`config.mk`:
```
export PLATFORM = sky130hd
export DESIGN_NAME = gdm_volt
export DESIGN_NICKNAME = d
export VERILOG_FILES = /design/src/design/gdm_pkg.sv /design/src/design/gdm_volt.sv
export SDC_FILE = /design/constraint.sdc
export NUM_CORES = 2
export LEC_CHECK = 0
export ABC_AREA = 0
export BUFFER_PORTS_ARGS = -buffer_cell sky130_fd_sc_hd__buf_2
export CAP_MARGIN = 20
export CORE_MARGIN = 1.5
export CORE_UTILIZATION = 45
export DETAILED_ROUTE_END_ITERATION = 10
export GPL_ROUTABILITY_DRIVEN = 0
export PLACE_DENSITY = 0.66
export REMOVE_ABC_BUFFERS = 1
export SLEW_MARGIN = 10
export SYNTH_ARGS = -nofsm -noshare
export SYNTH_HDL_FRONTEND = slang
export SYNTH_SLANG_ARGS = --single-unit
```
`constraint.sdc`:
```
create_clock -name clk -period 19.4 [get_ports clk]
set_input_delay 3.88 -clock clk [delete_from_list [all_inputs] [get_ports clk]]
set_output_delay 3.88 -clock clk [all_outputs]
set_load 0.005 [all_outputs]
```
`src/design/gdm_pkg.sv`:
```
// Shared constants, types and the CORDIC angle table for the galvo DAC mapper.
`default_nettype none

package gdm_pkg;

  // Field and register widths
  localparam int COORD_W   = 24;
  localparam int CODE_W    = 12;
  localparam int ST_W      = 3;
  localparam int CFG_W     = 48;
  localparam int CFG_IDX_W = 3;

  // CORDIC datapath
  localparam int CORDIC_STAGES = 16;
  localparam int STG_W         = 5;
  localparam int CX_W          = 42;
  localparam int ANG_W         = 25;
  localparam int A_W           = 16;

  // Voltage and code datapath
  localparam int DAC_MAX_CODE = 4095;
  localparam int PR_W         = 33;
  localparam int P_W          = 44;
  localparam int N_W          = 58;
  localparam int M_W          = 28;
  localparam int DIV_STAGES   = 12;
  localparam int DIV_IDX_W    = 4;
  localparam int VOLT_LAT     = 5;

  // Configuration register indexes
  localparam logic [CFG_IDX_W-1:0] CFG_BOX_X   = 3'd0;
  localparam logic [CFG_IDX_W-1:0] CFG_BOX_Y   = 3'd1;
  localparam logic [CFG_IDX_W-1:0] CFG_BOX_Z   = 3'd2;
  localparam logic [CFG_IDX_W-1:0] CFG_TILT_X  = 3'd3;
  localparam logic [CFG_IDX_W-1:0] CFG_TILT_Y  = 3'd4;
  localparam logic [CFG_IDX_W-1:0] CFG_REF_MV  = 3'd5;
  localparam logic [CFG_IDX_W-1:0] CFG_VPD     = 3'd6;
  localparam logic [CFG_IDX_W-1:0] CFG_MAX_MV  = 3'd7;

  // Result status codes
  typedef enum logic [ST_W-1:0] {
    ST_OK    = 3'd0,
    ST_BOX   = 3'd1,
    ST_Z     = 3'd2,
    ST_ANGLE = 3'd3,
    ST_CONV  = 3'd4,
    ST_DAC   = 3'd5
  } status_t;

  // One beat moving down the CORDIC chain, both channels side by side
  typedef struct packed {
    logic                    vld;
    status_t                 st;
    logic signed [CX_W-1:0]  x_den;
    logic signed [CX_W-1:0]  x_num;
    logic signed [ANG_W-1:0] x_ang;
    logic signed [CX_W-1:0]  y_den;
    logic signed [CX_W-1:0]  y_num;
    logic signed [ANG_W-1:0] y_ang;
  } cordic_beat_t;

  // One beat moving down the divider chain
  typedef struct packed {
    logic              vld;
    status_t           st;
    logic [M_W-1:0]    x_rem;
    logic [CODE_W-1:0] x_quo;
    logic [M_W-1:0]    y_rem;
    logic [CODE_W-1:0] y_quo;
  } div_beat_t;

  // atan(2^-i) in units of 2^-16 degree
  function automatic logic signed [ANG_W-1:0] atan_entry(input logic [STG_W-1:0] idx);
    logic signed [ANG_W-1:0] v;
    unique case (idx)
      5'd0:  v = 25'sd2949120;
      5'd1:  v = 25'sd1740967;
      5'd2:  v = 25'sd919879;
      5'd3:  v = 25'sd466945;
      5'd4:  v = 25'sd234379;
      5'd5:  v = 25'sd117304;
      5'd6:  v = 25'sd58666;
      5'd7:  v = 25'sd29335;
      5'd8:  v = 25'sd14668;
      5'd9:  v = 25'sd7334;
      5'd10: v = 25'sd3667;
      5'd11: v = 25'sd1833;
      5'd12: v = 25'sd917;
      5'd13: v = 25'sd458;
      5'd14: v = 25'sd229;
      5'd15: v = 25'sd115;
      5'd16: v = 25'sd57;
      5'd17: v = 25'sd29;
      5'd18: v = 25'sd14;
      5'd19: v = 25'sd7;
      5'd20: v = 25'sd4;
      5'd21: v = 25'sd2;
      5'd22: v = 25'sd1;
      default: v = '0;
    endcase
    return v;
  endfunction

endpackage

`default_nettype wire

```
`src/design/gdm_volt.sv`:
```
// Drive voltage, magnitude check and scaled DAC numerator for one channel.
`default_nettype none

module gdm_volt (
  input  wire logic                             clk,
  input  wire logic                             en,
  input  wire logic signed [gdm_pkg::A_W-1:0]   ang,
  input  wire logic [15:0]                      scale,
  input  wire logic [15:0]                      ref_mv,
  input  wire logic [15:0]                      max_mv,
  output logic                                  bad,
  output logic [gdm_pkg::M_W-1:0]               mval
);
  import gdm_pkg::*;

  logic signed [PR_W-1:0] prod_r;
  logic signed [P_W-1:0]  p_r;
  logic signed [P_W-1:0]  t_r;
  logic                   magbad_r;
  logic signed [N_W-1:0]  n_r;
  logic                   magbad2_r;
  logic                   bad_r;
  logic [M_W-1:0]         mval_r;

  logic signed [P_W-1:0]  pabs;
  logic signed [N_W-1:0]  num_full;
  logic signed [N_W-1:0]  mfull;
  logic                   over;

  // Magnitude check and offset by the reference.
  always_comb begin
    pabs = p_r[P_W-1] ? -p_r : p_r;
  end

  // Rounded quotient numerator, scaled down by the power-of-two part of the divisor.
  always_comb begin
    num_full = (n_r <<< 1) + $signed(N_W'({ref_mv, 22'b0}));
    mfull    = num_full >>> 23;
    over     = mfull >= $signed(N_W'({ref_mv, 12'b0}));
  end

  // Five register stages: angle*scale, *1000, check and offset, *DAC_MAX_CODE, numerator.
  always_ff @(posedge clk) begin
    if (en) begin
      prod_r    <= PR_W'(ang) * PR_W'($signed({1'b0, scale}));
      p_r       <= P_W'(prod_r) * P_W'(1000);
      magbad_r  <= pabs > $signed(P_W'({max_mv, 21'b0}));
      t_r       <= p_r + $signed(P_W'({ref_mv, 21'b0}));
      n_r       <= N_W'(t_r) * N_W'(DAC_MAX_CODE);
      magbad2_r <= magbad_r;
      bad_r     <= magbad2_r || (num_full <= 0) || over;
      mval_r    <= mfull[M_W-1:0];
    end
  end

  assign bad  = bad_r;
  assign mval = mval_r;

endmodule

`default_nettype wire

```
== After elaboration in Yosys (flattened, before gate mapping) ==
Index checks and enable logic that the tools add are counted.

* $mul: 3
* Add/subtract/negate cells: 3
* Muxes and demuxes: 1
* $lt $le $gt $ge: 3
* Reductions and logical operators: 2

{| class="wikitable"
|+ Operators with widths
! kind !! count
|-
| $add A58 B39 Y58 || 1
|-
| $le A58 B1 Y1 const B || 1
|-
| $mul A44 B13 Y57 const B || 1
|-
| $add A44 B38 Y44 || 1
|-
| $gt A44 B38 Y1 || 1
|-
| $mux W44 || 1
|-
| $neg A44 Y44 || 1
|-
| $mul A33 B8 Y41 const B || 1
|-
| $ge A35 B29 Y1 || 1
|-
| $mul A16 B17 Y33 || 1
|-
| $logic_or A1 B1 Y1 || 2
|}

* Logic and storage cells: 20
* Output and inout port bits: 29
* Register bits: 206
* Input bits: 66

== Logic depth before layout (Yosys ltp) ==
* Depth after elaboration: 4
* Depth in mapped cells: 24
* Mapped depth without buffers: 23

== Worst setup path before layout ==
Ideal clock, no wire load.

* Kind: input to register
* From: in ang[6] in the netlist's numbering
* To: reg prod_r[30], data pin
* Data required time: 19142 ps
* Buffers on the path: 1
* Stages: 23
* Slack: 9452 ps
* Library setup time: 258 ps
* Data arrival time: 9691 ps
* Cell sequence: clkbuf_1 and2_1 fa_1 inv_1 fa_1 fa_1 inv_1 fa_1 fa_1 inv_1 fa_1 inv_1 ha_1 a21o_1 a21o_1 a221o_1 o21ai_0 a21oi_1 and4_1 o31a_1 a41oi_1 nor2b_1 xnor2_1

* Word-level cells in the longest chain between the ends: 1

{| class="wikitable"
|+ RTL lines
! item !! RTL line !! source
|-
| start: declaration || gdm_volt.sv:7 || <nowiki>input wire logic signed [gdm_pkg::A_W-1:0] ang,</nowiki>
|-
| $mul A16 B17 Y33 || gdm_volt.sv:45 || <nowiki>prod_r <= PR_W'(ang) * PR_W'($signed({1'b0, scale}));</nowiki>
|-
| end signal: assignment || gdm_volt.sv:45 ||
|-
| end: declaration || gdm_volt.sv:16 || <nowiki>logic signed [PR_W-1:0] prod_r;</nowiki>
|}

Every way passes these cells.
A chain may end at the register's enable or synchronous reset.

== Final worst setup path ==
* From: in scale[5]
* To: reg prod_r[31], data pin

* Word-level cells in the longest chain between the ends: 1

{| class="wikitable"
|+ RTL lines
! item !! RTL line !! source
|-
| start: declaration || gdm_volt.sv:8 || <nowiki>input wire logic [15:0] scale,</nowiki>
|-
| $mul A16 B17 Y33 || gdm_volt.sv:45 ||
|}

Every way passes these cells.

==> report_table.html <==
<table>
<tr><th>Metric</th><th>Value</th></tr>
<tr><th colspan="2">Drt</th></tr>
<tr><td>Detailed-router iteration count before antenna repair</td><td>8</td></tr>
<tr><td>Violation count after the first detailed-route iteration</td><td>between 1000 and 1500</td></tr>
<tr><td>Post-detailed-route DRC marker count</td><td>0</td></tr>
<tr><td>DR vias</td><td>around 24000</td></tr>
<tr><td>Final wirelength</td><td>~77000 µm</td></tr>
<tr><td>Routed length per instance</td><td>roughly 17 µm</td></tr>
<tr><td>Routed vias/inst</td><td>5.12</td></tr>
<tr><td>Number of routed nets with antenna violations</td><td>0</td></tr>
<tr><th colspan="2">Global route</th></tr>
<tr><td>Residual overflow from global routing</td><td>0</td></tr>
<tr><td>Pin count of the biggest net entering global routing</td><td>approximately 120</td></tr>
<tr><td>Global-route wire length before repair</td><td>between 100000 and 150000 µm</td></tr>
<tr><td>Number of global-route vias before repair</td><td>approximately 25000</td></tr>
<tr><td>Total routing usage reported by global routing</td><td>19.6%</td></tr>
<tr><td>Antenna violations before repair</td><td>1</td></tr>
<tr><th colspan="2">Floorplan</th></tr>
<tr><td>Vertical extent of the die</td><td>between 200 and 300 µm</td></tr>
<tr><td>Number of standard-cell rows in the floorplan</td><td>roughly 100</td></tr>
<tr><td>Core area</td><td>a little under 0.08 mm²</td></tr>
<tr><td>Starting Density</td><td>45.5%</td></tr>
<tr><td>Die width</td><td>between 200 and 300 µm</td></tr>
<tr><td>Num ports</td><td>95</td></tr>
<tr><td>Full die area</td><td>0.0817 mm²</td></tr>
<tr><th colspan="2">STA</th></tr>
<tr><td>Clock period minus final worst setup slack</td><td>between 9 and 10 ns</td></tr>
<tr><td>Count of final hold-check violations</td><td>0</td></tr>
<tr><td>Measured slew at the worst slew-check pin</td><td>1.01 ns</td></tr>
<tr><td>Sum of negative setup slack</td><td>0 ns</td></tr>
<tr><td>Slew Limit Fails</td><td>0</td></tr>
<tr><td>Clk_skew</td><td>approximately 0.02 ns</td></tr>
<tr><td>Upper clock frequency limit</td><td>100 MHz</td></tr>
<tr><td>Period utilization</td><td>between 50% and 60%</td></tr>
<tr><td>Number of setup violations in the final report</td><td>0</td></tr>
<tr><td>RSZ-0062 raised after global routing</td><td>false</td></tr>
<tr><td>Worst slew margin</td><td>around a third</td></tr>
<tr><th colspan="2">Synthesis</th></tr>
<tr><td>Most frequently used cell type in the post-synthesis netlist</td><td>sky130_fd_sc_hd__inv_1</td></tr>
<tr><td>Netlist cell types</td><td>79</td></tr>
<tr><td>Area share of the largest cell type after synthesis</td><td>~36%</td></tr>
<tr><td>Mean post-synth cell area</td><td>approximately 10 µm²</td></tr>
<tr><td>Flop and latch count out of synthesis</td><td>200</td></tr>
<tr><td>Prevailing post-synth register cell</td><td>sky130_fd_sc_hd__edfxtp_1</td></tr>
<tr><td>Top post-synthesis cells by count</td><td>sky130_fd_sc_hd__inv_1, sky130_fd_sc_hd__fa_1, sky130_fd_sc_hd__ha_1</td></tr>
<tr><td>Number of synthesized flops with an enable pin</td><td>200</td></tr>
<tr><td>Post-synthesis cell area</td><td>0.0360 mm²</td></tr>
<tr><td>Cells after Synth</td><td>roughly 3500</td></tr>
<tr><td>Cell accounting for the most synthesized area</td><td>sky130_fd_sc_hd__fa_1</td></tr>
<tr><td>Synth warnings</td><td>0</td></tr>
<tr><td>Synth async-reset ratio</td><td>0%</td></tr>
<tr><td>Post-synthesis sequential area ratio</td><td>between 10% and 20%</td></tr>
<tr><td>Largest cells by area after synthesis</td><td>sky130_fd_sc_hd__fa_1, sky130_fd_sc_hd__edfxtp_1, sky130_fd_sc_hd__ha_1</td></tr>
<tr><th colspan="2">Worst setup path</th></tr>
<tr><td>Critical-path cell list</td><td>buf_2 -&gt; nand2_1 -&gt; fa_1 -&gt; inv_1 -&gt; fa_1 -&gt; inv_1 -&gt; fa_1 -&gt; inv_1 -&gt; fa_1 -&gt; fa_1 -&gt; inv_1 -&gt; fa_1 -&gt; inv_1 -&gt; ha_1 -&gt; nand2_1 -&gt; nor3_1 -&gt; a221o_1 -&gt; a41oi_1 -&gt; o21ai_0 -&gt; nand2_1 -&gt; o311ai_0 -&gt; a31o_2 -&gt; a21oi_1 -&gt; xnor2_1</td></tr>
<tr><td>Start of the worst register-to-register path</td><td>t_r[21]$_DFFE_PP_</td></tr>
<tr><td>Max FO, Critical Path</td><td>16</td></tr>
<tr><td>R2R Path End</td><td>n_r[54]$_DFFE_PP_</td></tr>
<tr><td>Slowest CP cell</td><td>sky130_fd_sc_hd__fa_1</td></tr>
<tr><td>Data required time at the worst endpoint</td><td>around 20 ns</td></tr>
<tr><td>Most prevalent standard cell on the critical path</td><td>sky130_fd_sc_hd__fa_1</td></tr>
<tr><td>Critical path startpoint category</td><td>primary input</td></tr>
<tr><td>Critical Setup Path Class</td><td>in -&gt; reg</td></tr>
<tr><td>Worst Path Buf+Inv</td><td>6</td></tr>
<tr><td>Arrival @ worst endpoint</td><td>10.20 ns</td></tr>
<tr><td>Max incr delay on CP</td><td>0.56 ns</td></tr>
<tr><td>Timing startpoint of the critical path</td><td>scale[5]</td></tr>
<tr><td>CP top delay family</td><td>adder cells</td></tr>
<tr><td>Reg2Reg Depth</td><td>20</td></tr>
<tr><td>Critical Path End Type</td><td>register</td></tr>
<tr><td>Worst-case register-to-register setup slack</td><td>roughly 13 ns</td></tr>
<tr><th colspan="2">Clock network</th></tr>
<tr><td>Clock-pin slew of the registers on the worst-case setup and hold paths</td><td>~0.08 ns</td></tr>
<tr><td>Hold-fix buffer count after cts</td><td>0</td></tr>
<tr><td>Clock buffer depth</td><td>2</td></tr>
<tr><td>Clk_lat worst skew</td><td>approximately 0.48 ns</td></tr>
<tr><td>Buffer count from post-CTS setup fixing</td><td>0</td></tr>
<tr><td>TritonCTS clock tree</td><td>done</td></tr>
<tr><td>CTS Sinks</td><td>200</td></tr>
<tr><td>Clock root buffer</td><td>sky130_fd_sc_hd__clkbuf_16</td></tr>
<tr><td>Clock H-tree levels</td><td>4</td></tr>
<tr><td>PostCTS Resize Cnt</td><td>0</td></tr>
<tr><td>Inserted Clock Buffers</td><td>17</td></tr>
<tr><th colspan="2">Worst hold path</th></tr>
<tr><td>Launch instance of the worst min-delay path</td><td>p_r[20]$_DFFE_PP_</td></tr>
<tr><td>Hold Path Depth</td><td>0</td></tr>
<tr><td>Worst min-delay path class</td><td>reg -&gt; reg</td></tr>
<tr><td>Worst min-delay path endpoint</td><td>t_r[20]$_DFFE_PP_</td></tr>
<tr><th colspan="2">Place</th></tr>
<tr><td>PortBufs</td><td>94</td></tr>
<tr><td>Total half-perimeter wirelength after legalization and detailed placement</td><td>roughly 66000 µm</td></tr>
<tr><th colspan="2">Layout</th></tr>
<tr><td>Total of fill cells in the finished design</td><td>7229</td></tr>
<tr><td>Layout overhead on the synthesized area</td><td>6.03%</td></tr>
<tr><td>Multi-input logic area</td><td>0.0267 mm²</td></tr>
<tr><td>Number of nets in the layout</td><td>4702</td></tr>
<tr><td>Total area of sequential cells</td><td>around 0.006 mm²</td></tr>
<tr><td>Layout cell share with drive strength beyond 1</td><td>under 10%</td></tr>
<tr><th colspan="2">Run</th></tr>
<tr><td>Maximum Capacitance Violations</td><td>0</td></tr>
<tr><th colspan="2">Outcome</th></tr>
<tr><td>Run status</td><td>finished, final reports clean</td></tr>
</table>
cells in the final DEF, fill, tap and decap left out, drive strengths merged, types with 6 or more instances in the layout:
cell type / Yosys / final
a211oi: 16 / 16
a21o: 75 / 75
a21oi: 145 / 145
a31o: 8 / 8
a31oi: 20 / 20
a41oi: 6 / 6
and2: 125 / 125
and3: 21 / 21
buf: 9 / 96
clkbuf: 46 / 18
clkinv: 0 / 7
edfxtp: 200 / 200
fa: 645 / 645
ha: 428 / 428
inv: 807 / 813
nand2: 209 / 209
nand2b: 31 / 31
nand3: 36 / 36
nand4: 19 / 19
nor2: 111 / 111
nor2b: 19 / 19
nor3: 34 / 34
nor4: 11 / 11
o211ai: 7 / 7
o21a: 24 / 24
o21ai: 89 / 89
o21bai: 26 / 26
o31ai: 11 / 11
o41ai: 6 / 6
or2: 13 / 13
or3: 16 / 16
or4: 7 / 7
xnor2: 152 / 152
xor2: 40 / 40
sequential cells by signal (all words and copies together), names as in the netlist:
signal	flops
n_r	54
p_r	41
t_r	41
prod_r	33
mval	28
bad	1
magbad2_r	1
magbad_r	1
how the worst max path moves through the flow:
stage,to,depth (start not counted)
finish,prod_r[31]$_DFFE_PP_,24
global route,prod_r[31]$_DFFE_PP_,23
CTS,prod_r[30]$_DFFE_PP_,23
detailed placement,prod_r[30]$_DFFE_PP_,23
global placement,prod_r[30]$_DFFE_PP_,23
floorplan,prod_r[30]$_DFFE_PP_,22
metal layers:
metal  track usage (%)  up-vias  routed length [µm]
met3              3.09      127                3920
met1              25.7    11600               34600
met4              7.08        0                2610
met2              33.1      567               36100
met5                 0        -                   0
li1                  -    11400                   -
layout make-up:
| class | instances | share of cell area (%) |
|---|---|---|
| antenna | 3 | 0.0197 |
| clock inverter | 14 | 0.423 |
| clock buffer | 17 | 1.12 |
| inverter | 807 | 7.94 |
| multi-input combinational | 2440 | 70.0 |
| tap | 1050 | 3.44 |
| sequential | 200 | 15.7 |
| timing repair buffer | 97 | 1.32 |
metrics by stage:
stage                     util [%]  area, µm²  cells  setup slack [ns]  hold slack [ns]
after floorplan                  -      35700   3447              9.60            0.400
after CTS                     48.3      38100   4625              9.48            0.506
final                         48.3      38200   4628              9.43            0.502
after global routing          48.3      38100   4626              9.08            0.527
after global placement        47.5      37600   4594              8.97            0.482
after detailed placement      47.5      37600   4594              8.97            0.486
kinds of logic after synthesis:
kind of cell	synth area share, %
compound gates	9.15
xor+xnor	4.67
fa+ha+maj	50.8
buf+inv	9.08
flops	16.7
mux	0.181
simple gates	9.45
worst register-to-register path: cells and delay by family, from the launching register on:
kind            cells  cell delay (ns)
compound gates      8             1.64
flops               1             0.60
fa+ha+maj           6             3.17
xor+xnor            1             0.10
buf+inv             4             0.25
simple gates        1             0.73
Power is left out: the tool's default activity adds up to more than one toggle a clock period on the data nets, which glitch-free logic cannot reach.
