--- src/design/gdm_pkg.sv ---
// Shared constants, types and the CORDIC angle table for the galvo DAC mapper.
`default_nettype none

package gdm_pkg;

  // Field and register widths
  localparam int COORD_W   = 24;
  localparam int CODE_W    = 12;
  localparam int ST_W      = 3;
  localparam int CFG_W     = 48;
  localparam int CFG_IDX_W = 3;

  // CORDIC datapath
  localparam int CORDIC_STAGES = 16;
  localparam int STG_W         = 5;
  localparam int CX_W          = 42;
  localparam int ANG_W         = 25;
  localparam int A_W           = 16;

  // Voltage and code datapath
  localparam int DAC_MAX_CODE = 4095;
  localparam int PR_W         = 33;
  localparam int P_W          = 44;
  localparam int N_W          = 58;
  localparam int M_W          = 28;
  localparam int DIV_STAGES   = 12;
  localparam int DIV_IDX_W    = 4;
  localparam int VOLT_LAT     = 5;

  // Configuration register indexes
  localparam logic [CFG_IDX_W-1:0] CFG_BOX_X   = 3'd0;
  localparam logic [CFG_IDX_W-1:0] CFG_BOX_Y   = 3'd1;
  localparam logic [CFG_IDX_W-1:0] CFG_BOX_Z   = 3'd2;
  localparam logic [CFG_IDX_W-1:0] CFG_TILT_X  = 3'd3;
  localparam logic [CFG_IDX_W-1:0] CFG_TILT_Y  = 3'd4;
  localparam logic [CFG_IDX_W-1:0] CFG_REF_MV  = 3'd5;
  localparam logic [CFG_IDX_W-1:0] CFG_VPD     = 3'd6;
  localparam logic [CFG_IDX_W-1:0] CFG_MAX_MV  = 3'd7;

  // Result status codes
  typedef enum logic [ST_W-1:0] {
    ST_OK    = 3'd0,
    ST_BOX   = 3'd1,
    ST_Z     = 3'd2,
    ST_ANGLE = 3'd3,
    ST_CONV  = 3'd4,
    ST_DAC   = 3'd5
  } status_t;

  // One beat moving down the CORDIC chain, both channels side by side
  typedef struct packed {
    logic                    vld;
    status_t                 st;
    logic signed [CX_W-1:0]  x_den;
    logic signed [CX_W-1:0]  x_num;
    logic signed [ANG_W-1:0] x_ang;
    logic signed [CX_W-1:0]  y_den;
    logic signed [CX_W-1:0]  y_num;
    logic signed [ANG_W-1:0] y_ang;
  } cordic_beat_t;

  // One beat moving down the divider chain
  typedef struct packed {
    logic              vld;
    status_t           st;
    logic [M_W-1:0]    x_rem;
    logic [CODE_W-1:0] x_quo;
    logic [M_W-1:0]    y_rem;
    logic [CODE_W-1:0] y_quo;
  } div_beat_t;

  // atan(2^-i) in units of 2^-16 degree
  function automatic logic signed [ANG_W-1:0] atan_entry(input logic [STG_W-1:0] idx);
    logic signed [ANG_W-1:0] v;
    unique case (idx)
      5'd0:  v = 25'sd2949120;
      5'd1:  v = 25'sd1740967;
      5'd2:  v = 25'sd919879;
      5'd3:  v = 25'sd466945;
      5'd4:  v = 25'sd234379;
      5'd5:  v = 25'sd117304;
      5'd6:  v = 25'sd58666;
      5'd7:  v = 25'sd29335;
      5'd8:  v = 25'sd14668;
      5'd9:  v = 25'sd7334;
      5'd10: v = 25'sd3667;
      5'd11: v = 25'sd1833;
      5'd12: v = 25'sd917;
      5'd13: v = 25'sd458;
      5'd14: v = 25'sd229;
      5'd15: v = 25'sd115;
      5'd16: v = 25'sd57;
      5'd17: v = 25'sd29;
      5'd18: v = 25'sd14;
      5'd19: v = 25'sd7;
      5'd20: v = 25'sd4;
      5'd21: v = 25'sd2;
      5'd22: v = 25'sd1;
      default: v = '0;
    endcase
    return v;
  endfunction

endpackage

`default_nettype wire

--- src/design/gdm_div_cell.sv ---
// One restoring-division step per channel, dividing by the reference voltage.
`default_nettype none

module gdm_div_cell (
  input  wire logic                            clk,
  input  wire logic                            rst_n,
  input  wire logic                            en,
  input  wire logic [gdm_pkg::DIV_IDX_W-1:0]   bit_idx,
  input  wire logic [15:0]                     ref_mv,
  input  wire gdm_pkg::div_beat_t              d_in,
  output gdm_pkg::div_beat_t                   d_out
);
  import gdm_pkg::*;

  div_beat_t      beat_r;
  div_beat_t      beat_nxt;
  logic [M_W-1:0] dsor;

  // Subtract the shifted divisor where it fits and set the quotient bit.
  always_comb begin
    dsor     = M_W'(ref_mv) << bit_idx;
    beat_nxt = d_in;
    if (d_in.x_rem >= dsor) begin
      beat_nxt.x_rem          = d_in.x_rem - dsor;
      beat_nxt.x_quo[bit_idx] = 1'b1;
    end
    if (d_in.y_rem >= dsor) begin
      beat_nxt.y_rem          = d_in.y_rem - dsor;
      beat_nxt.y_quo[bit_idx] = 1'b1;
    end
  end

  // Stage register.
  always_ff @(posedge clk) begin
    if (!rst_n) begin
      beat_r <= '0;
    end else if (en) begin
      beat_r <= beat_nxt;
    end
  end

  assign d_out = beat_r;

endmodule

`default_nettype wire
--- config.mk ---
export PLATFORM = sky130hd
export DESIGN_NAME = gdm_div_cell
export DESIGN_NICKNAME = d
export VERILOG_FILES = /design/src/design/gdm_pkg.sv /design/src/design/gdm_div_cell.sv
export SDC_FILE = /design/constraint.sdc
export NUM_CORES = 1
export LEC_CHECK = 0
export BUFFER_PORTS_ARGS = -buffer_cell sky130_fd_sc_hd__buf_2
export CAP_MARGIN = 20
export CORE_MARGIN = 8
export CORE_UTILIZATION = 55
export CTS_BUF_LIST = sky130_fd_sc_hd__clkbuf_16
export DETAILED_ROUTE_END_ITERATION = 8
export GPL_TIMING_DRIVEN = 0
export PLACE_DENSITY = 0.82
export SYNTH_ARGS = -nofsm -noshare
export SYNTH_HDL_FRONTEND = slang
export SYNTH_SLANG_ARGS = --single-unit
--- constraint.sdc ---
create_clock -name clk -period 6.3 [get_ports clk]
set_input_delay 1.26 -clock clk [delete_from_list [all_inputs] [get_ports clk]]
set_output_delay 1.26 -clock clk [all_outputs]
set_load 0.005 [all_outputs]
Word level (Yosys, flattened, before mapping)
Cells that the tools add are included.
Widths: inputs -> output; s select.
{ "word_totals": {"reg_bits": 84, "out_inout_bits": 84} }
{ "op_classes": {"addsub": 2, "magnitude_cmp": 4, "n_shift": 1, "n_mux": 4, "bitwise_logic": 2, "n_reduce_logical": 1} }
{ "op_table": {"columns": ["cell", "n"], "rows": [
  ["$mux 40", 2],
  ["$ge 28x28->1", 2],
  ["$sub 28x28->28", 2],
  ["$shl 16x4->28", 1],
  ["$or 12x12->12", 2],
  ["$lt 4x5->1 const B", 1],
  ["$demux 1 s4", 1],
  ["$ge 4x1->1 const B", 1],
  ["$logic_and 1x1->1", 1],
  ["$mux 1", 1]
]} }

Longest topological paths before layout
Gate-level depths: netlist of run 1.
{ "depth": {"word_depth": 6, "ltp_mapped": 21} }

Worst setup path after synthesis of run 1
OpenSTA, ideal clock, no wires.
{ "synth_timing": {"path_type": "input port to flip-flop", "startpoint": "input port bit_idx[0] (netlist name)", "endpoint": "register beat_r, in the netlist d_out[4]", "arrival_ps": 4885, "setup_slack_ps": 1289, "stages": 18, "path_buffers": 5, "cell_sequence": "clkbuf_1 buf_1 mux2_2 o21ai_0 o21ai_0 o21ai_0 ha_1 clkbuf_1 a21oi_1 o211ai_1 a41oi_1 nor2_1 nor3_2 a21bo_1 buf_4 buf_2 nor2_1 o2bb2ai_1"} }
{ "synth_between": {"elab_chain_cells": 6} }
{ "synth_rtl": {"columns": ["element", "line", "rtl"], "rows": [
  ["from (decl)", "gdm_div_cell.sv:8", "input wire logic [gdm_pkg::DIV_IDX_W-1:0] bit_idx,"],
  ["parallel branches: the longest is 5 deep, another holds $ge 28x28->1", null, null],
  ["$mux 40 *", "gdm_div_cell.sv:27", "if (d_in.y_rem >= dsor) begin"],
  ["to (signal assigned)", "gdm_div_cell.sv:38", "beat_r <= beat_nxt;"],
  ["to (decl)", "gdm_div_cell.sv:15", "div_beat_t beat_r;"]
]} }
Every way passes the cells marked *.
A chain may end at the register's enable or synchronous reset.

Final worst setup path of run 1
{ "layout_timing": {"startpoint": "input port bit_idx[0] (netlist name)", "endpoint": "register beat_r, in the netlist d_out[7]"} }
The elaborated chain is that of the path after synthesis.

==> metrics.txt, run 1 <==
# TYPE chip_impl_metric gauge
chip_impl_info{name="hold-path-endpoint",value="d_out[78]"} 1
chip_impl_metric{name="cts.sinks",unit=""} 84
chip_impl_metric{name="gr-total-overflow",unit=""} 0
chip_impl_metric{name="finish.cell_count_without_fillers",unit=""} 1427
chip_impl_info{name="cp-end-kind",value="flip-flop"} 1
chip_impl_metric{name="maxSlewHeadroom",unit="%"} 27.17
chip_impl_metric{name="largest_register_ffs",unit=""} 84
chip_impl_metric{name="cts.path.max_buffers",unit=""} 2
chip_impl_metric{name="i_o_pins",unit=""} 191
chip_impl_metric{name="timing.final.max_slew_violations",unit=""} 0
chip_impl_metric{name="dieWidth",unit="um"} 136.1
chip_impl_metric{name="totalNegativeSetupSlack",unit="ns"} 0
chip_impl_metric{name="synthesis.nets",unit=""} 1207
chip_impl_metric{name="clock_insertion_delay_worst_skew",unit="ns"} 0.35
chip_impl_metric{name="share_of_the_clock_period_used_by_the_worst_path_after_layout",unit="%"} 93.85
chip_impl_metric{name="h-tree-depth",unit=""} 3
chip_impl_info{name="cts_tree",value="yes"} 1
chip_impl_metric{name="worst_setup_hold_path_clk_slew",unit="ns"} 0.07
chip_impl_metric{name="post-cts-setup-buffer-count",unit=""} 0
chip_impl_metric{name="grt_max_degree",unit=""} 15
chip_impl_metric{name="worstHoldPathCells",unit=""} 2
chip_impl_metric{name="average_size_of_a_mapped_cell",unit="um^2"} 7.630
chip_impl_metric{name="cts_resized",unit=""} 0
chip_impl_metric{name="power_per_cell_area",unit="nW/um^2"} 227.0
chip_impl_info{name="setup.worst_path.start",value="bit_idx[0]"} 1
chip_impl_metric{name="global_router_s_overall_resource_usage",unit="%"} 30.66
chip_impl_metric{name="total_leakage_power",unit="uW"} 0.004264
chip_impl_metric{name="start_util",unit="%"} 55.44
chip_impl_info{name="ys_dominant_reg_cell",value="sky130_fd_sc_hd__dfxtp_1"} 1
chip_impl_metric{name="die_height",unit="um"} 136.1
chip_impl_metric{name="drive_gt1_share",unit="%"} 19.57
chip_impl_metric{name="post_place_cells",unit=""} 1410
chip_impl_metric{name="core_area",unit="um^2"} 14310
chip_impl_metric{name="timing_worst_slew_pin_value",unit="ns"} 1.090
chip_impl_info{name="worstReg2RegStart",value="d_out[76]"} 1
chip_impl_metric{name="synth_enable_flop_cells",unit=""} 0
chip_impl_metric{name="final_period_minus_worst_setup_slack",unit="ns"} 5.912
chip_impl_metric{name="grt_first_pass_wirelength",unit="um"} 44730
chip_impl_metric{name="drc_errors",unit=""} 0
chip_impl_metric{name="drt_wl_cell",unit="um"} 20.73
chip_impl_metric{name="area_growth_syn_to_layout",unit="%"} 18.35
chip_impl_metric{name="cp_max_fo",unit=""} 10
chip_impl_metric{name="clock-skew-final",unit="ns"} 0
chip_impl_info{name="clk_root_buffer_cell",value="sky130_fd_sc_hd__clkbuf_16"} 1
chip_impl_metric{name="vias_in_the_first_global_route",unit=""} 8379
chip_impl_info{name="setup.worst_path.start_class",value="input pin"} 1
chip_impl_metric{name="yosysWarningCount",unit=""} 0
chip_impl_metric{name="vdd.ir_drop.worst",unit="mV"} 0.1270
chip_impl_metric{name="worst_case_register_to_register_setup_slack",unit="ns"} 5.45
chip_impl_metric{name="postRouteWirelength",unit="um"} 29590
chip_impl_metric{name="max_clk_rate",unit="MHz"} 169.1
chip_impl_metric{name="rr_worst_depth",unit=""} 3
chip_impl_metric{name="max_cap_viol_count",unit=""} 0
chip_impl_info{name="unrepaired_setup_endpoints_after_global_routing",value="false"} 1
chip_impl_info{name="worst_hold_check_path_type",value="reg2reg"} 1
chip_impl_metric{name="gp_congestion",unit=""} 1.008
chip_impl_metric{name="cts_buffers",unit=""} 9
chip_impl_metric{name="initialDrtViolationCount",unit=""} 839
chip_impl_metric{name="worstPathRequired",unit="ns"} 6.53
chip_impl_metric{name="first_pass_iters",unit=""} 5
chip_impl_metric{name="synth_seq_area_share",unit="%"} 21.19
chip_impl_metric{name="antenna_violating_nets_post_route",unit=""} 0
chip_impl_metric{name="hold_violations",unit=""} 0
chip_impl_metric{name="gate_count_post_synth",unit=""} 1040
chip_impl_metric{name="die_area",unit="um^2"} 18530
chip_impl_metric{name="detailroute.via_count",unit=""} 9033
chip_impl_metric{name="num_rows",unit=""} 44
chip_impl_metric{name="vias_per_cell",unit=""} 6.330
chip_impl_info{name="critical_path_class",value="in2reg"} 1
chip_impl_info{name="regToRegEndpoint",value="d_out[76]"} 1
chip_impl_info{name="outcome",value="finished clean"} 1
chip_impl_metric{name="synth-seq-cells",unit=""} 84
chip_impl_metric{name="finalNetCount",unit=""} 1404
chip_impl_metric{name="synth.cell_area",unit="um^2"} 7935
chip_impl_info{name="hold_start",value="d_out[78]"} 1
chip_impl_metric{name="hpwl",unit="um"} 23780
chip_impl_metric{name="arr_time_crit_path",unit="ns"} 6.14
chip_impl_metric{name="number_of_antenna_violations_at_the_first_check_in_global_routing",unit=""} 1
chip_impl_metric{name="cts_hold_buf",unit=""} 0
chip_impl_metric{name="placement.io_buffers",unit=""} 186
chip_impl_metric{name="setup_violations",unit=""} 0
chip_impl_metric{name="synth.lib_cells_used.distinct",unit=""} 76
chip_impl_metric{name="postSynth.asyncResetShare",unit="%"} 0
## how the worst max path moves through the flow
| stage | cells past startpoint | to |
|---|---|---|
| after floorplan | 18 | d_out[4] |
| after global placement | 17 | d_out[49] |
| after detailed placement | 18 | d_out[7] |
| after CTS | 18 | d_out[7] |
| after global routing | 18 | d_out[5] |
| final | 18 | d_out[7] |
## critical path, cell delays in order
cell,delay [ns]
sky130_fd_sc_hd__clkbuf_1,0.38
sky130_fd_sc_hd__clkbuf_2,0.40
sky130_fd_sc_hd__mux2_2,0.39
sky130_fd_sc_hd__o21ai_0,0.21
sky130_fd_sc_hd__o21ai_0,0.17
sky130_fd_sc_hd__o21ai_0,0.52
sky130_fd_sc_hd__ha_1,0.34
sky130_fd_sc_hd__clkbuf_1,0.20
sky130_fd_sc_hd__a21oi_1,0.27
sky130_fd_sc_hd__o211ai_1,0.12
sky130_fd_sc_hd__a41oi_1,0.36
sky130_fd_sc_hd__nor2_1,0.09
sky130_fd_sc_hd__nor3_2,0.41
sky130_fd_sc_hd__a21bo_1,0.18
sky130_fd_sc_hd__buf_4,0.21
sky130_fd_sc_hd__buf_2,0.31
sky130_fd_sc_hd__nor2_1,0.16
sky130_fd_sc_hd__o2bb2ai_1,0.15
## cell type report
class | count | area [um^2]
antenna | 1 | 2.502
buffer | 73 | 301.5
clock buffer | 9 | 225.2
clock inverter | 7 | 66.31
fill | 1373 | 4922
inverter | 22 | 82.58
multi-input combinational | 861 | 5871
sequential | 84 | 1682
tap | 184 | 230.2
timing repair buffer | 186 | 930.9
## kinds of logic after synthesis
| kind of cell | share of synthesized area, % |
|---|---|
| AOI/OAI and AO/OA | 29.12 |
| and+or+nand+nor | 21.37 |
| buffers and inverters | 4.825 |
| DFF | 21.19 |
| muxes | 10.31 |
| adders and majority gates | 9.650 |
| xor gates and xnor gates | 3.532 |
## cell usage in the layout (no fill, tap or decap), types with 7 or more instances in the layout
cell type                   count
sky130_fd_sc_hd__mux2i_1       75
sky130_fd_sc_hd__nor4_1         8
sky130_fd_sc_hd__ha_1          58
sky130_fd_sc_hd__and3_1        13
sky130_fd_sc_hd__nor2b_1       13
sky130_fd_sc_hd__buf_2        198
sky130_fd_sc_hd__nand2_1      113
sky130_fd_sc_hd__dfxtp_1       84
sky130_fd_sc_hd__a211o_1        7
sky130_fd_sc_hd__o2bb2ai_1     24
sky130_fd_sc_hd__xor2_1        15
sky130_fd_sc_hd__a21o_1        26
sky130_fd_sc_hd__nand2b_1      16
sky130_fd_sc_hd__clkbuf_16      9
sky130_fd_sc_hd__buf_1          7
sky130_fd_sc_hd__nand4_1       18
sky130_fd_sc_hd__and2_1         9
sky130_fd_sc_hd__nand3_1       21
sky130_fd_sc_hd__nor2_1        55
sky130_fd_sc_hd__inv_1         22
sky130_fd_sc_hd__o21ai_0       76
sky130_fd_sc_hd__or2_2          8
sky130_fd_sc_hd__clkbuf_1      50
sky130_fd_sc_hd__nor3_1        21
sky130_fd_sc_hd__a41oi_1        7
sky130_fd_sc_hd__o21ai_1       11
sky130_fd_sc_hd__o211ai_1      14
sky130_fd_sc_hd__a31oi_1       34
sky130_fd_sc_hd__a21oi_1       85
sky130_fd_sc_hd__nor3b_1       10
sky130_fd_sc_hd__nand3b_1       8
sky130_fd_sc_hd__or3_1         12
sky130_fd_sc_hd__xnor2_1       17
## synth_stat cells (16+ instances only)
cell                        instances  area [um^2]
sky130_fd_sc_hd__xnor2_1           17        148.9
sky130_fd_sc_hd__a31oi_1           34        212.7
sky130_fd_sc_hd__mux2i_1           75        750.7
sky130_fd_sc_hd__nor3_1            21        105.1
sky130_fd_sc_hd__a21oi_1           85        425.4
sky130_fd_sc_hd__nand3_1           21        105.1
sky130_fd_sc_hd__nor2_1            55        206.5
sky130_fd_sc_hd__nand2b_1          16        100.1
sky130_fd_sc_hd__o2bb2ai_1         24        210.2
sky130_fd_sc_hd__ha_1              58        725.7
sky130_fd_sc_hd__clkbuf_1          50        187.7
sky130_fd_sc_hd__dfxtp_1           84         1682
sky130_fd_sc_hd__a21o_1            26        195.2
sky130_fd_sc_hd__nand2_1          113        424.2
sky130_fd_sc_hd__o21ai_0           76        380.4
sky130_fd_sc_hd__inv_1             22        82.58
sky130_fd_sc_hd__nand4_1           18        112.6
## metrics by stage
stage / worst slack, ns / cell area [um^2] / util, % / total power [uW] / hold WS (ns)
final: 0.3876 / 9392 / 65.61 / 2132 / 0.4824
after global placement: 0.003357 / 9096 / 63.55 / 1566 / 0.4508
after CTS: 0.3738 / 9388 / 65.59 / 2118 / 0.4738
after floorplan: 1.289 / 7935 / - / 1283 / 0.4671
after detailed placement: 0.01142 / 9096 / 63.55 / 1577 / 0.4581
after global routing: 0.1693 / 9392 / 65.61 / 2250 / 0.4784
## report_power, final
group	switching, uW	internal (uW)	total [uW]
logic	594	383	976
clock network	236	306	542
registers	26.9	587	614
## per-layer routing
layer	vias up	global-route usage, %	share of wire [%]
met5	-	0	0
met4	0	10.92	3.1
met3	74	4.472	8.2
met2	425	50.40	47
met1	4229	39.99	42
li1	4305	-	-
No activity file was read; power rests on OpenSTA's default activity.
==> run 2, diff against run 1 <==
--- a/config.mk
+++ b/config.mk
@@ -8,11 +8,11 @@
 export BUFFER_PORTS_ARGS = -buffer_cell sky130_fd_sc_hd__buf_2
 export CAP_MARGIN = 20
 export CORE_MARGIN = 8
-export CORE_UTILIZATION = 55
+export CORE_UTILIZATION = 50
 export CTS_BUF_LIST = sky130_fd_sc_hd__clkbuf_16
 export DETAILED_ROUTE_END_ITERATION = 8
 export GPL_TIMING_DRIVEN = 0
-export PLACE_DENSITY = 0.82
+export PLACE_DENSITY = 0.78
 export SYNTH_ARGS = -nofsm -noshare
 export SYNTH_HDL_FRONTEND = slang
 export SYNTH_SLANG_ARGS = --single-unit
==> constraint.sdc (replaced) <==
create_clock -name clk -period 5.38 [get_ports clk]
set_input_delay 1.076 -clock clk [delete_from_list [all_inputs] [get_ports clk]]
set_output_delay 1.076 -clock clk [all_outputs]
set_load 0.005 [all_outputs]
==> metrics.txt, run 2 (synthesis gave the netlist of run 1 again) <==
# TYPE chip_impl_metric gauge
chip_impl_info{name="cp-end-kind",value="flip-flop"} 1
chip_impl_metric{name="number_of_antenna_violations_at_the_first_check_in_global_routing",unit=""} 1
chip_impl_metric{name="cts.path.max_buffers",unit=""} 2
chip_impl_metric{name="power_per_cell_area",unit="nW/um^2"} 263.2
chip_impl_metric{name="rr_worst_depth",unit=""} 3
chip_impl_info{name="regToRegEndpoint",value="d_out[71]"} 1
chip_impl_metric{name="vdd.ir_drop.worst",unit="mV"} 0.1748
chip_impl_metric{name="postRouteWirelength",unit="um"} 29840
chip_impl_metric{name="drive_gt1_share",unit="%"} 20.13
chip_impl_metric{name="start_util",unit="%"} 50.50
chip_impl_metric{name="area_growth_syn_to_layout",unit="%"} 18.86
chip_impl_metric{name="worst_case_register_to_register_setup_slack",unit="ns"} 4.50
chip_impl_info{name="clk_root_buffer_cell",value="sky130_fd_sc_hd__clkbuf_16"} 1
chip_impl_metric{name="vias_in_the_first_global_route",unit=""} 8444
chip_impl_info{name="cts_tree",value="yes"} 1
chip_impl_metric{name="grt_max_degree",unit=""} 16
chip_impl_metric{name="cts_buffers",unit=""} 9
chip_impl_metric{name="cts.sinks",unit=""} 84
chip_impl_info{name="setup.worst_path.start_class",value="input pin"} 1
chip_impl_metric{name="placement.io_buffers",unit=""} 186
chip_impl_info{name="layout.cells.most_common_list",value="sky130_fd_sc_hd__buf_2 (199), sky130_fd_sc_hd__nand2_1 (113), sky130_fd_sc_hd__a21oi_1 (85)"} 1
chip_impl_metric{name="worstPathRequired",unit="ns"} 5.62
chip_impl_metric{name="filler_cell_count",unit=""} 1508
chip_impl_metric{name="initialDrtViolationCount",unit=""} 752
chip_impl_metric{name="timing.final.max_slew_violations",unit=""} 0
chip_impl_metric{name="multi_input_comb_area",unit="um^2"} 5884
chip_impl_metric{name="gr-usage-met1",unit="%"} 36.07
chip_impl_metric{name="layout.core_utilization",unit="%"} 60.03
chip_impl_metric{name="share_of_the_clock_period_used_by_the_worst_path_after_layout",unit="%"} 95.97
chip_impl_info{name="commonest_non_fill_non_tap_cell_in_the_layout",value="sky130_fd_sc_hd__buf_2"} 1
chip_impl_metric{name="setup_violations",unit=""} 0
chip_impl_metric{name="hold_violations",unit=""} 0
chip_impl_metric{name="finalNetCount",unit=""} 1404
chip_impl_info{name="grt-busiest-layer",value="met2"} 1
chip_impl_metric{name="drc_errors",unit=""} 0
chip_impl_metric{name="timing_worst_slew_pin_value",unit="ns"} 0.9282
chip_impl_metric{name="max_cap_viol_count",unit=""} 0
chip_impl_metric{name="first_pass_iters",unit=""} 5
chip_impl_info{name="outcome",value="finished clean"} 1
chip_impl_metric{name="total_leakage_power",unit="uW"} 0.004261
chip_impl_metric{name="global_router_s_overall_resource_usage",unit="%"} 28.84
chip_impl_metric{name="groute.layer.met2.usage",unit="%"} 46.86
chip_impl_metric{name="detailroute.via_count",unit=""} 9016
chip_impl_metric{name="antenna_violating_nets_post_route",unit=""} 0
chip_impl_info{name="hold_start",value="d_out[74]"} 1
chip_impl_metric{name="arr_time_crit_path",unit="ns"} 5.40
chip_impl_info{name="hold-path-endpoint",value="d_out[74]"} 1
chip_impl_metric{name="insertedDiodeCount",unit=""} 0
chip_impl_metric{name="worstHoldPathCells",unit=""} 2
chip_impl_metric{name="gp_congestion",unit=""} 1.000
chip_impl_info{name="worst_hold_check_path_type",value="reg2reg"} 1
chip_impl_metric{name="globalRouteMet3Util",unit="%"} 6.743
chip_impl_metric{name="h-tree-depth",unit=""} 3
chip_impl_metric{name="drt_wl_cell",unit="um"} 20.47
chip_impl_metric{name="cp_max_fo",unit=""} 10
chip_impl_metric{name="totalPowerFinal",unit="uW"} 2482
chip_impl_metric{name="clock-skew-final",unit="ns"} 0
chip_impl_metric{name="grt_first_pass_wirelength",unit="um"} 45470
chip_impl_info{name="critical_path_class",value="in2reg"} 1
chip_impl_metric{name="register_area",unit="um^2"} 1682
chip_impl_metric{name="num_rows",unit=""} 46
chip_impl_metric{name="dieWidth",unit="um"} 142.0
chip_impl_metric{name="hpwl",unit="um"} 23910
chip_impl_metric{name="die_height",unit="um"} 142.0
chip_impl_metric{name="core_area",unit="um^2"} 15710
chip_impl_metric{name="gr-total-overflow",unit=""} 0
chip_impl_metric{name="maxSlewHeadroom",unit="%"} 38.12
chip_impl_info{name="unrepaired_setup_endpoints_after_global_routing",value="false"} 1
chip_impl_metric{name="i_o_pins",unit=""} 191
chip_impl_metric{name="max_clk_rate",unit="MHz"} 193.7
chip_impl_metric{name="worst_setup_hold_path_clk_slew",unit="ns"} 0.07
chip_impl_info{name="worstReg2RegStart",value="d_out[71]"} 1
chip_impl_metric{name="largest_register_ffs",unit=""} 84
chip_impl_metric{name="clock_insertion_delay_worst_skew",unit="ns"} 0.36
chip_impl_metric{name="vias_per_cell",unit=""} 6.184
chip_impl_metric{name="die_area",unit="um^2"} 20160
chip_impl_metric{name="final_period_minus_worst_setup_slack",unit="ns"} 5.163
==> run 2: worst max-delay path: stages <==
cell and delay [ns]:
sky130_fd_sc_hd__clkbuf_2 0.21, sky130_fd_sc_hd__buf_2 0.33, sky130_fd_sc_hd__mux2_2 0.38, sky130_fd_sc_hd__mux2i_1 0.24
sky130_fd_sc_hd__o21ai_0 0.20, sky130_fd_sc_hd__o21ai_1 0.39, sky130_fd_sc_hd__ha_1 0.34, sky130_fd_sc_hd__a21oi_1 0.27
sky130_fd_sc_hd__o211ai_1 0.15, sky130_fd_sc_hd__a41oi_1 0.33, sky130_fd_sc_hd__nor2_1 0.09, sky130_fd_sc_hd__nor3_2 0.40
sky130_fd_sc_hd__a21bo_1 0.17, sky130_fd_sc_hd__buf_4 0.21, sky130_fd_sc_hd__buf_2 0.30, sky130_fd_sc_hd__nor2_1 0.15
sky130_fd_sc_hd__o2bb2ai_1 0.16
==> run 2: worst max-delay path by stage <==
stage               start        end
2_1_floorplan  bit_idx[0]   d_out[4]
3_3_place_gp   bit_idx[0]  d_out[44]
3_5_place_dp   bit_idx[0]   d_out[7]
4_1_cts        bit_idx[0]  d_out[61]
5_1_grt        bit_idx[0]  d_out[66]
6_report       bit_idx[0]   d_out[7]
==> run 2: power by group <==
part           total (uW)  leakage (uW)  switching (uW)  internal [uW]
Combinational        1150       0.00343             698            450
Clock                 614      0.000130             298            316
Sequential            720      0.000696            33.3            687
Total                2480       0.00426            1030           1450
==> run 2: stage by stage <==
step,std cells,cell area (um^2),setup WS [ns],TNS [ns],hold slack [ns]
6_report,1458,9432,0.2167,0,0.4825
5_1_grt,1458,9432,0.02420,0,0.5124
4_1_cts,1458,9413,0.002941,0,0.4848
3_5_place_dp,1442,9136,-0.7562,-49.79,0.4631
3_3_place_gp,1442,9136,-0.6960,-44.37,0.4519
2_1_floorplan,1040,7935,0.5533,0,0.4671
==> run 2: timing repair <==
action,CTS,global route
gates resized for setup,5,12
setup endpoints to repair,80,75
cloned,0,0
pin swaps,0,0
hold buffers,0,0
setup buffers,0,0
==> run 2: layout make-up <==
type                       instances  area share [%]
multi-input combinational        861           62.39
sequential                        84           17.83
timing repair buffer             186           9.870
buffer                            73           3.250
tap                              216           2.865
clock buffer                       9           2.388
inverter                          22          0.8756
clock inverter                     7          0.5306
==> run 2: metal layers <==
layer	part of all wire (%)	routed length [um]	vias up
li1	-	-	4299
met1	41	12210	4195
met2	46	13690	446
met3	10	3054	74
met4	2.9	879	2
met5	0.044	13	-
